===== src/rtl/smsl_pkg.sv =====
`timescale 1ns / 1ps
// ----------------------------------------------------------------------------
// smsl_pkg
// Shared constants, state type and key ordering for the linked-list sorter.
// ----------------------------------------------------------------------------
package smsl_pkg;
  localparam int MAX_KEYS = 32;
  localparam int IDX_W    = $clog2(MAX_KEYS);
  localparam int CNT_W    = $clog2(MAX_KEYS + 1);
  localparam int LINK_W   = 6;
  localparam int KEY_W    = 32;
  localparam int DIR_W    = 2;

  typedef enum logic [2:0] {
    ST_IDLE,
    ST_RD,
    ST_CMP,
    ST_INS1,
    ST_INS2,
    ST_E_RD,
    ST_E_CAP,
    ST_E_WAIT
  } state_t;

  // true when the listed element a stays ahead of the new element b
  function automatic logic left_first(input logic [DIR_W-1:0] dir,
                                      input logic [KEY_W-1:0] ka,
                                      input logic [KEY_W-1:0] kb);
    logic r;
    case (dir)
      2'b01:        r = ($signed(ka) <= $signed(kb));
      2'b10, 2'b11: r = ($signed(ka) >= $signed(kb));
      default:      r = 1'b1;
    endcase
    return r;
  endfunction
endpackage


===== src/rtl/smsl_ram.sv =====
`timescale 1ns / 1ps
// ----------------------------------------------------------------------------
// smsl_ram
// Generic single-write, single-read RAM with registered read data.
// ----------------------------------------------------------------------------
module smsl_ram #(
  parameter int WIDTH = 8,
  parameter int DEPTH = 32
) (
  input  logic                     clk,
  input  logic                     we,
  input  logic [$clog2(DEPTH)-1:0] waddr,
  input  logic [WIDTH-1:0]         wdata,
  input  logic [$clog2(DEPTH)-1:0] raddr,
  output logic [WIDTH-1:0]         rdata
);
  logic [WIDTH-1:0] mem [DEPTH];

  always_ff @(posedge clk) begin
    if (we) begin
      mem[waddr] <= wdata;
    end
    rdata <= mem[raddr];
  end
endmodule


===== src/rtl/stable_merge_sort_link_order_core.sv =====
`timescale 1ns / 1ps
// ----------------------------------------------------------------------------
// stable_merge_sort_link_order_core
// Stable sort of signed Q16.16 keys, threaded through a next-index link RAM.
// ----------------------------------------------------------------------------
//  channel | dir | handshake         | payload
//  in      | in  | in_valid/in_ready | in_key_value, in_last_key
//  out     | out | out_valid/out_ready | out_element_index, out_element_key,
//          |     |                   | out_last_result
//  cfg     | in  | cfg_valid/cfg_ready | cfg_sort_direction
//
// Each key is linked into place on arrival by a key/link RAM read-compare loop
// over the list elements (RD, CMP), then the link updates (INS1, INS2).
// Each result takes a RAM read, a capture and a transaction, plus stalls.
// Reset clears control state; the RAMs need no clearing.
// Input is held off while results drain; out_ready low holds the result.
module stable_merge_sort_link_order_core
  import smsl_pkg::*;
(
  input  logic                    clk,
  input  logic                    rst_n,
  input  logic                    in_valid,
  output logic                    in_ready,
  input  logic signed [KEY_W-1:0] in_key_value,
  input  logic                    in_last_key,
  output logic                    out_valid,
  input  logic                    out_ready,
  output logic [4:0]              out_element_index,
  output logic signed [KEY_W-1:0] out_element_key,
  output logic                    out_last_result,
  input  logic                    cfg_valid,
  output logic                    cfg_ready,
  input  logic signed [DIR_W-1:0] cfg_sort_direction
);
  state_t state_r, state_nxt;

  logic [DIR_W-1:0]  dir_r, dir_nxt;
  logic [CNT_W-1:0]  cnt_r, cnt_nxt;
  logic [CNT_W-1:0]  rem_r, rem_nxt;
  logic [CNT_W-1:0]  ecnt_r, ecnt_nxt;
  logic [IDX_W-1:0]  head_r, head_nxt;
  logic [IDX_W-1:0]  cur_r, cur_nxt;
  logic [IDX_W-1:0]  prev_r, prev_nxt;
  logic [IDX_W-1:0]  next_r, next_nxt;
  logic              have_prev_r, have_prev_nxt;
  logic [KEY_W-1:0]  key_r, key_nxt;
  logic              last_r, last_nxt;
  logic              ov_r, ov_nxt;
  logic [IDX_W-1:0]  oidx_r, oidx_nxt;
  logic [KEY_W-1:0]  okey_r, okey_nxt;
  logic              olast_r, olast_nxt;

  logic              key_we;
  logic [KEY_W-1:0]  key_rd;
  logic              link_we;
  logic [IDX_W-1:0]  link_wa;
  logic [LINK_W-1:0] link_wd;
  logic [LINK_W-1:0] link_rd;
  logic              in_acc, out_acc, ahead, done_load;

  assign in_ready  = (state_r == ST_IDLE);
  assign cfg_ready = 1'b1;
  assign in_acc    = in_valid && in_ready;
  assign out_acc   = ov_r && out_ready;
  assign ahead     = left_first(dir_r, key_rd, key_r);
  assign done_load = last_r || (cnt_r + CNT_W'(1) == CNT_W'(MAX_KEYS));

  assign out_valid         = ov_r;
  assign out_element_index = 5'(oidx_r);
  assign out_element_key   = okey_r;
  assign out_last_result   = olast_r;

  assign key_we  = in_acc;
  assign link_we = (state_r == ST_INS1) || (state_r == ST_INS2 && have_prev_r);
  assign link_wa = (state_r == ST_INS1) ? cnt_r[IDX_W-1:0] : prev_r;
  assign link_wd = (state_r == ST_INS1) ? LINK_W'(cur_r) : LINK_W'(cnt_r[IDX_W-1:0]);

  smsl_ram #(.WIDTH(KEY_W), .DEPTH(MAX_KEYS)) u_key_ram (
    .clk   (clk),
    .we    (key_we),
    .waddr (cnt_r[IDX_W-1:0]),
    .wdata (in_key_value),
    .raddr (cur_r),
    .rdata (key_rd)
  );

  smsl_ram #(.WIDTH(LINK_W), .DEPTH(MAX_KEYS)) u_link_ram (
    .clk   (clk),
    .we    (link_we),
    .waddr (link_wa),
    .wdata (link_wd),
    .raddr (cur_r),
    .rdata (link_rd)
  );

  always_comb begin
    state_nxt = state_r;
    case (state_r)
      ST_IDLE: begin
        if (in_acc) begin
          if (cnt_r == '0) state_nxt = in_last_key ? ST_E_RD : ST_IDLE;
          else state_nxt = ST_RD;
        end
      end
      ST_RD:  state_nxt = ST_CMP;
      ST_CMP: state_nxt = (ahead && rem_r != CNT_W'(1)) ? ST_RD : ST_INS1;
      ST_INS1: state_nxt = ST_INS2;
      ST_INS2: state_nxt = done_load ? ST_E_RD : ST_IDLE;
      ST_E_RD: state_nxt = ST_E_CAP;
      ST_E_CAP: state_nxt = ST_E_WAIT;
      ST_E_WAIT: begin
        if (out_acc) state_nxt = olast_r ? ST_IDLE : ST_E_RD;
      end
      default: state_nxt = ST_IDLE;
    endcase
  end

  always_comb begin
    dir_nxt       = cfg_valid ? cfg_sort_direction : dir_r;
    cnt_nxt       = cnt_r;
    rem_nxt       = rem_r;
    ecnt_nxt      = ecnt_r;
    head_nxt      = head_r;
    cur_nxt       = cur_r;
    prev_nxt      = prev_r;
    next_nxt      = next_r;
    have_prev_nxt = have_prev_r;
    key_nxt       = key_r;
    last_nxt      = last_r;
    ov_nxt        = ov_r;
    oidx_nxt      = oidx_r;
    okey_nxt      = okey_r;
    olast_nxt     = olast_r;
    case (state_r)
      ST_IDLE: begin
        if (in_acc) begin
          key_nxt       = in_key_value;
          last_nxt      = in_last_key;
          have_prev_nxt = 1'b0;
          rem_nxt       = cnt_r;
          if (cnt_r == '0) begin
            head_nxt = '0;
            cnt_nxt  = CNT_W'(1);
            cur_nxt  = '0;
            ecnt_nxt = '0;
          end else begin
            cur_nxt = head_r;
          end
        end
      end
      ST_CMP: begin
        if (ahead) begin
          prev_nxt      = cur_r;
          have_prev_nxt = 1'b1;
          rem_nxt       = rem_r - CNT_W'(1);
          cur_nxt       = link_rd[IDX_W-1:0];
        end
      end
      ST_INS2: begin
        if (!have_prev_r) head_nxt = cnt_r[IDX_W-1:0];
        cnt_nxt  = cnt_r + CNT_W'(1);
        cur_nxt  = have_prev_r ? head_r : cnt_r[IDX_W-1:0];
        ecnt_nxt = '0;
      end
      ST_E_CAP: begin
        ov_nxt    = 1'b1;
        oidx_nxt  = cur_r;
        okey_nxt  = key_rd;
        olast_nxt = (ecnt_r + CNT_W'(1) == cnt_r);
        next_nxt  = link_rd[IDX_W-1:0];
      end
      ST_E_WAIT: begin
        if (out_acc) begin
          ov_nxt   = 1'b0;
          cur_nxt  = next_r;
          ecnt_nxt = ecnt_r + CNT_W'(1);
          if (olast_r) cnt_nxt = '0;
        end
      end
      default: ;
    endcase
  end

  always_ff @(posedge clk) begin
    if (!rst_n) begin
      state_r     <= ST_IDLE;
      dir_r       <= DIR_W'(1);
      cnt_r       <= '0;
      head_r      <= '0;
      ov_r        <= 1'b0;
      have_prev_r <= 1'b0;
    end else begin
      state_r     <= state_nxt;
      dir_r       <= dir_nxt;
      cnt_r       <= cnt_nxt;
      head_r      <= head_nxt;
      ov_r        <= ov_nxt;
      have_prev_r <= have_prev_nxt;
    end
  end

  always_ff @(posedge clk) begin
    rem_r   <= rem_nxt;
    ecnt_r  <= ecnt_nxt;
    cur_r   <= cur_nxt;
    prev_r  <= prev_nxt;
    next_r  <= next_nxt;
    key_r   <= key_nxt;
    last_r  <= last_nxt;
    oidx_r  <= oidx_nxt;
    okey_r  <= okey_nxt;
    olast_r <= olast_nxt;
  end

`ifndef ASSERT_OFF
  a_ov_state: assert property (@(posedge clk) disable iff (!rst_n)
    ov_r |-> state_r == ST_E_WAIT) else $error("result valid outside drain wait");
  a_no_overlap: assert property (@(posedge clk) disable iff (!rst_n)
    !(ov_r && in_ready)) else $error("input taken while result pending");
  a_cnt_range: assert property (@(posedge clk) disable iff (!rst_n)
    cnt_r <= CNT_W'(MAX_KEYS)) else $error("load count overflow");
  a_drain_clear: assert property (@(posedge clk) disable iff (!rst_n)
    (out_acc && olast_r) |=> cnt_r == '0) else $error("count not cleared after drain");
`endif
endmodule


===== config.mk =====
export PLATFORM = sky130hd
export DESIGN_NAME = stable_merge_sort_link_order_core
export DESIGN_NICKNAME = d
export VERILOG_FILES = /design/src/rtl/smsl_pkg.sv /design/src/rtl/smsl_ram.sv /design/src/rtl/stable_merge_sort_link_order_core.sv
export SDC_FILE = /design/constraint.sdc
export NUM_CORES = 1
export LEC_CHECK = 0
export ABC_AREA = 1
export BUFFER_PORTS_ARGS = -buffer_cell sky130_fd_sc_hd__buf_2
export CORE_MARGIN = 2
export CORE_UTILIZATION = 40
export DETAILED_ROUTE_END_ITERATION = 6
export HOLD_SLACK_MARGIN = 0.02
export SLEW_MARGIN = 20
export SYNTH_ARGS = -nofsm -noshare
export SYNTH_HDL_FRONTEND = slang
export SYNTH_SLANG_ARGS = --single-unit

===== constraint.sdc =====
create_clock -name clk -period 10.7 [get_ports clk]
set_clock_uncertainty 0.05 [all_clocks]
set_input_delay 1.07 -clock clk [delete_from_list [all_inputs] [get_ports clk]]
set_output_delay 1.07 -clock clk [all_outputs]
set_load 0.1 [all_outputs]

After elaboration in Yosys (flattened, before gate mapping) --
Memory sizes are Yosys's and may differ from the RTL's. A register that Yosys moved wholly into a read port is not among the register bits. Index checks and enable logic that the tools add are counted.
Operators by class: $add $sub $neg 3, $lt $le $gt $ge 2, equality and inequality tests 18, multiplexer cells 39, reduce and logical (&&, ||, !) cells 23
Operators with widths (number):
- $mux 6 | 9
- $pmux 6 s3 | 2
- $mux 5 | 7
- $ge 32x32->1 | 1
- $le 32x32->1 | 1
- $pmux 3 s8 | 1
- $pmux 5 s4 | 1
- $mux 3 | 6
- $add 6x1->6 const B | 2
- $eq 3x3->1 const B | 4
- $pmux 6 s2 | 1
- $pmux 5 s2 | 1
- $reduce_and 2->1 | 5
- $reduce_and 4->1 | 2
- $mux 1 | 7
- $eq 3x2->1 const B | 2
- $eq 6x6->1 | 1
- $eq 6x6->1 const B | 1
- $logic_not 6->1 | 1
- $ne 2x2->1 const B | 3
- $ne 6x1->1 const B | 1
- $pmux 1 s2 | 3
- $reduce_bool 2->1 | 3
- $sub 6x1->6 const B | 1
- 13 further kinds | 19
Word-level totals: flip-flop bits (word level) 116, memory bits (writable) 1184, bits of input ports 40, output and inout port bits 41, logic and storage cells 103, memories kept 2
Memory list:
- u_key_ram.mem | words 32, width 32, read ports 1, clocked after Yosys merged registers in 1, wr ports 1, RTL line smsl_ram.sv:17 | logic [WIDTH-1:0] mem [DEPTH];
- u_link_ram.mem | words 32, width 5, read ports 1, clocked after Yosys merged registers in 1, wr ports 1, RTL line smsl_ram.sv:17

Depth between registers and ports, before layout --
depth after elaboration 6, gate-level depth with buffers 20, gate-level depth less buffers 20

Modules after synthesis --
A second synthesis with hierarchy kept.
Second synthesis, totals: cell total of the unflattened synthesis 4752, area total of the unflattened synthesis 55978.7 um^2
Modules (own cells, without submodules):
- smsl_ram (u_key_ram) | times used 1, cells each 3536, area each 42405.7 um^2, seq. area each 31390.1 um^2
- smsl_ram (u_link_ram) | times used 1, cells each 704, area each 8077.7 um^2, seq. area each 5885.6 um^2
- stable_merge_sort_link_order_core | times used 1, cells each 512, area each 5495.3 um^2, seq. area each 3303.2 um^2

Least setup slack after synthesis --
OpenSTA, ideal clock, no wires.
kind reg2reg, start register state_r[0], end memory u_key_ram.mem[0][0] in the netlist's numbering, enable pin, setup time 0.421 ns, arrival time 3.560 ns, required time 10.229 ns, slack 6.669 ns, stages on the path, launching flop included 8, path buffers 0, period minus slack after synthesis 4.031 ns, cell sequence dfxtp_1 -> nor2_1 -> inv_2 -> nor2_4 -> nand2_2 -> clkinv_1 -> nand2_1 -> nor2_1
Between the ends: cells in the longest elaborated chain, start to end 4
Ends and longest elaborated chain:
- from (decl) | RTL line stable_merge_sort_link_order_core.sv:35 | state_t state_r, state_nxt;
- from (signal assigned) | RTL line stable_merge_sort_link_order_core.sv:193 | state_r <= state_nxt;
- $logic_not 3->1 | RTL line stable_merge_sort_link_order_core.sv:61 | assign in_ready = (state_r == ST_IDLE);
- net in_ready | RTL line stable_merge_sort_link_order_core.sv:23 | output logic in_ready,
- $logic_and 1x1->1 | RTL line stable_merge_sort_link_order_core.sv:63 | assign in_acc = in_valid && in_ready;
- $mux 1 | RTL line smsl_ram.sv:20 | if (we) begin
- $mux 1 (implied by the code) | RTL line smsl_ram.sv:21 | mem[waddr] <= wdata;
- to (decl) | RTL line smsl_ram.sv:17
The timed path passes the listed nets, and every way through them passes these cells.

==> reports/qor.csv <==
stage,metric,value,unit
outcome,status,completed,
place,Placed Cells,5454,
yosys,ys flop type,edfxtp_1,
cts,CTS Buf Count,135,
grt,vias in the first global route,30970,
cts,CTS Root Cell,clkbuf_16,
yosys,Ys Warns,0,
routing,wire length per cell,25.42,um
power,Pwr Total,15.33,mW
yosys,top post-synthesis cells by area,"edfxtp_1 (74%), o21ai_0 (6.1%), nor2_1 (5.4%), o221ai_1 (3.8%), dfxtp_1 (2.1%)",
floorplan,Die Area,133800,um^2
grt,largest net degree at the start of global routing,205,
yosys,mapped cell area,52360,um^2
routing,max layer used,met5,
sta,Final setup violation count,0,
routing,WL met3,12.42,mm
power,Internal Pwr Total,9.781,mW
sta,Max Transition Viols Final,0,
power,maximum vdd drop,215.4,uV
routing,via count,32910,
routing,drt drc,0,
cts,CTS Buffer Depth,3,
power,sw frac,0.3619,
routing,drt total wl,144.9,mm
power,P_leak,18.76,nW
setup_path,worst-path fanout max,90,
setup_path,Crit path arrival time,4720,ps
yosys,cells after synthesis,3830,
yosys,syn_nets,3909,
sta,Fin. Hold Viols,0,
cts,"Clk Latency, worst-skew pair",770,ps
power,power share of the clock group,0.293,
floorplan,cell row count,132,
setup_path,Worst Setup Start Kind,flip-flop,
setup_path,Worst Setup End Kind,flip-flop,
place,IO Port Bufs,79,
setup_path,required time of the critical path,11320,ps
power,sequential power share,0.414,
floorplan,die height,365.8,um
yosys,synthesis-stage register bit count,1337,
cts,clock slew at reported path FFs,60,ps
final_layout,nets,3928,
grt,first-pass GRT wire length,211.1,mm
cts,Post-CTS Hold Buffers,0,
place,dpl ws,6375,ps
yosys,register area share after synthesis,0.7563,
power,Gate power share,0.292,
floorplan,Die W,365.8,um
grt,antenna violations before repair,10,
setup_path,critical path class,flip-flop to flip-flop,
min_path,Worst Hold Class,flip-flop to flip-flop,
final_layout,layout cells sized above 1,0.09631,
routing,"antenna viol nets, final",0,
yosys,Synth top area share,0.7353,
sta,Fmax,0.2439,GHz
sta,slew margin rel.,0.3045,
cts,setup bufs post-CTS,0,
grt,gr ovfl total,0,
flow_run,max cap viols,0,
floorplan,Initial Util,0.4038,
final_layout,"Core Util, Final",0.4526,
cts,CTS H-tree lvls,4,
yosys,"EDFF count, synth",1282,
place,Final HPWL DP,75.40,mm
final_layout,"commonest non-fill, non-tap cell in the layout",edfxtp_1,
final_layout,fillers,11380,
routing,wire length on met1,60.39,mm
yosys,"Distinct cells, synth",45,
sta,Setup WS post-layout,6600,ps
routing,met2 wire len,68.08,mm
routing,First-pass DRT Iterations,6,
place,GP Congestion,0.7964,
power,Sw Pwr,5.548,mW
final_layout,most frequent cells in the layout,"edfxtp_1 (1282), nor2_1 (727), o21ai_0 (630), o221ai_1 (228), clkbuf_16 (136)",
sta,Fin Setup TNS,0,ps
cts,Post-CTS Resized,0,
cts,CTS tree,yes,
sta,Slew @ Worst Pin,1043,ps
floorplan,I/O pin count,81,
floorplan,Core Footprint,129600,um^2
final_layout,Syn-to-layout area delta,12.07,%
yosys,Mean Syn Cell Area,13.67,um^2
yosys,asr flop ratio synth,0,
routing,Via density,5.775,
yosys,leading area contributor after synthesis,edfxtp_1,
cts,CTS sink count,1337,
routing,Iteration-0 DRC Markers,4028,
grt,total track usage,0.2115,
sta,Final min period,4100,ps
sta,unrepaired setup endpoints after global routing,no,
power,pwr dens,261.3,nW/um^2
sta,final worst path period share,0.3832,
final_layout,fin cells,5699,
-- power groups by stage --
stage               combinational [mW]  clock (mW)  sequential, mW
floorplan                         2.97           0            6.40
global placement                  4.41           0            6.46
detailed placement                4.44           0            6.46
CTS                               4.46        4.56            6.35
global route                      4.91        4.75            6.37
finish                            4.48        4.50            6.35
-- sequential cells by signal, indices dropped and copies added, names as in the netlist, 5 cells and up --
name,flops
cur_r,5
cnt_r,6
head_r,5
u_link_ram.mem,160
ecnt_r,6
u_key_ram.mem,1024
u_link_ram.rdata,5
next_r,5
out_element_index,5
prev_r,5
key_r,32
u_key_ram.rdata,32
out_element_key,32
rem_r,6
-- layout make-up --
| type | count | area [um^2] | area share |
|---|---|---|---|
| Sequential cell | 1337 | 39600 | 0.6749 |
| Antenna cell | 1 | 2.502 | 0.00004265 |
| Timing Repair Buffer | 144 | 912.1 | 0.01555 |
| Clock buffer | 182 | 3616 | 0.06163 |
| Inverter | 97 | 386.6 | 0.006589 |
| Multi-Input combinational cell | 2134 | 11440 | 0.1950 |
| Clock inverter | 62 | 536.8 | 0.009148 |
| Tap cell | 1742 | 2180 | 0.03715 |
-- Yosys cell counts, drive strengths merged (42+ instances only) --
library cell and instances:
o221ai 228, buf 97, edfxtp 1282, o21ai 658, dfxtp 55, inv 95, nor2 764, nand2 115
o22ai 68, clkbuf 165, a31oi 42, nand3 115
-- worst max-delay path, cell delays in order (launching register included) --
cell and delay, ps:
edfxtp_1 460, buf_4 650, buf_4 820, buf_4 840
o21ai_0 250, o22ai_1 320, nor2_1 70, nor2_1 110
o21ai_0 100, a32oi_1 210
-- cell families after synthesis --
group,after synthesis,synth area share
fa+ha+maj,39,0.009320
buf+inv,359,0.03052
simple gates,1005,0.07642
xor+xnor,14,0.002342
flops,1337,0.7563
compound gates,1075,0.1250
other cells,1,0.00007162
-- metal layers --
| layer | vias to the layer above | global-route usage |
|---|---|---|
| met3 | 247 | 0.04718 |
| met4 | 10 | 0.06858 |
| li1 | 14540 | - |
| met5 | - | 0 |
| met2 | 1455 | 0.3338 |
| met1 | 16660 | 0.2905 |
-- stage by stage --
step / hold WS (ps) / instance area [um^2]
3_5_place_dp: 381.1 / 54520
4_1_cts: 392.5 / 58670
2_1_floorplan: 358.2 / 52360
6_report: 396.4 / 58680
3_3_place_gp: 384.0 / 54520
5_1_grt: 409.2 / 58670
-- worst paths after layout --
check | start | end | slack, ps | cells past startpoint
setup / recovery | cur_r[0]$_DFFE_PP_ | u_key_ram.rdata[19]$_DFF_P_ | 6600 | 9
hold / removal | u_link_ram.rdata[1]$_DFF_P_ | next_r[1]$_DFFE_PP_ | 400 | 0
setup reg to reg | cur_r[0]$_DFFE_PP_ | u_key_ram.rdata[19]$_DFF_P_ | 6600 | 9
hold reg to reg | u_link_ram.rdata[1]$_DFF_P_ | next_r[1]$_DFFE_PP_ | 400 | 0
Note: power is estimated with default switching activity, not from simulation.
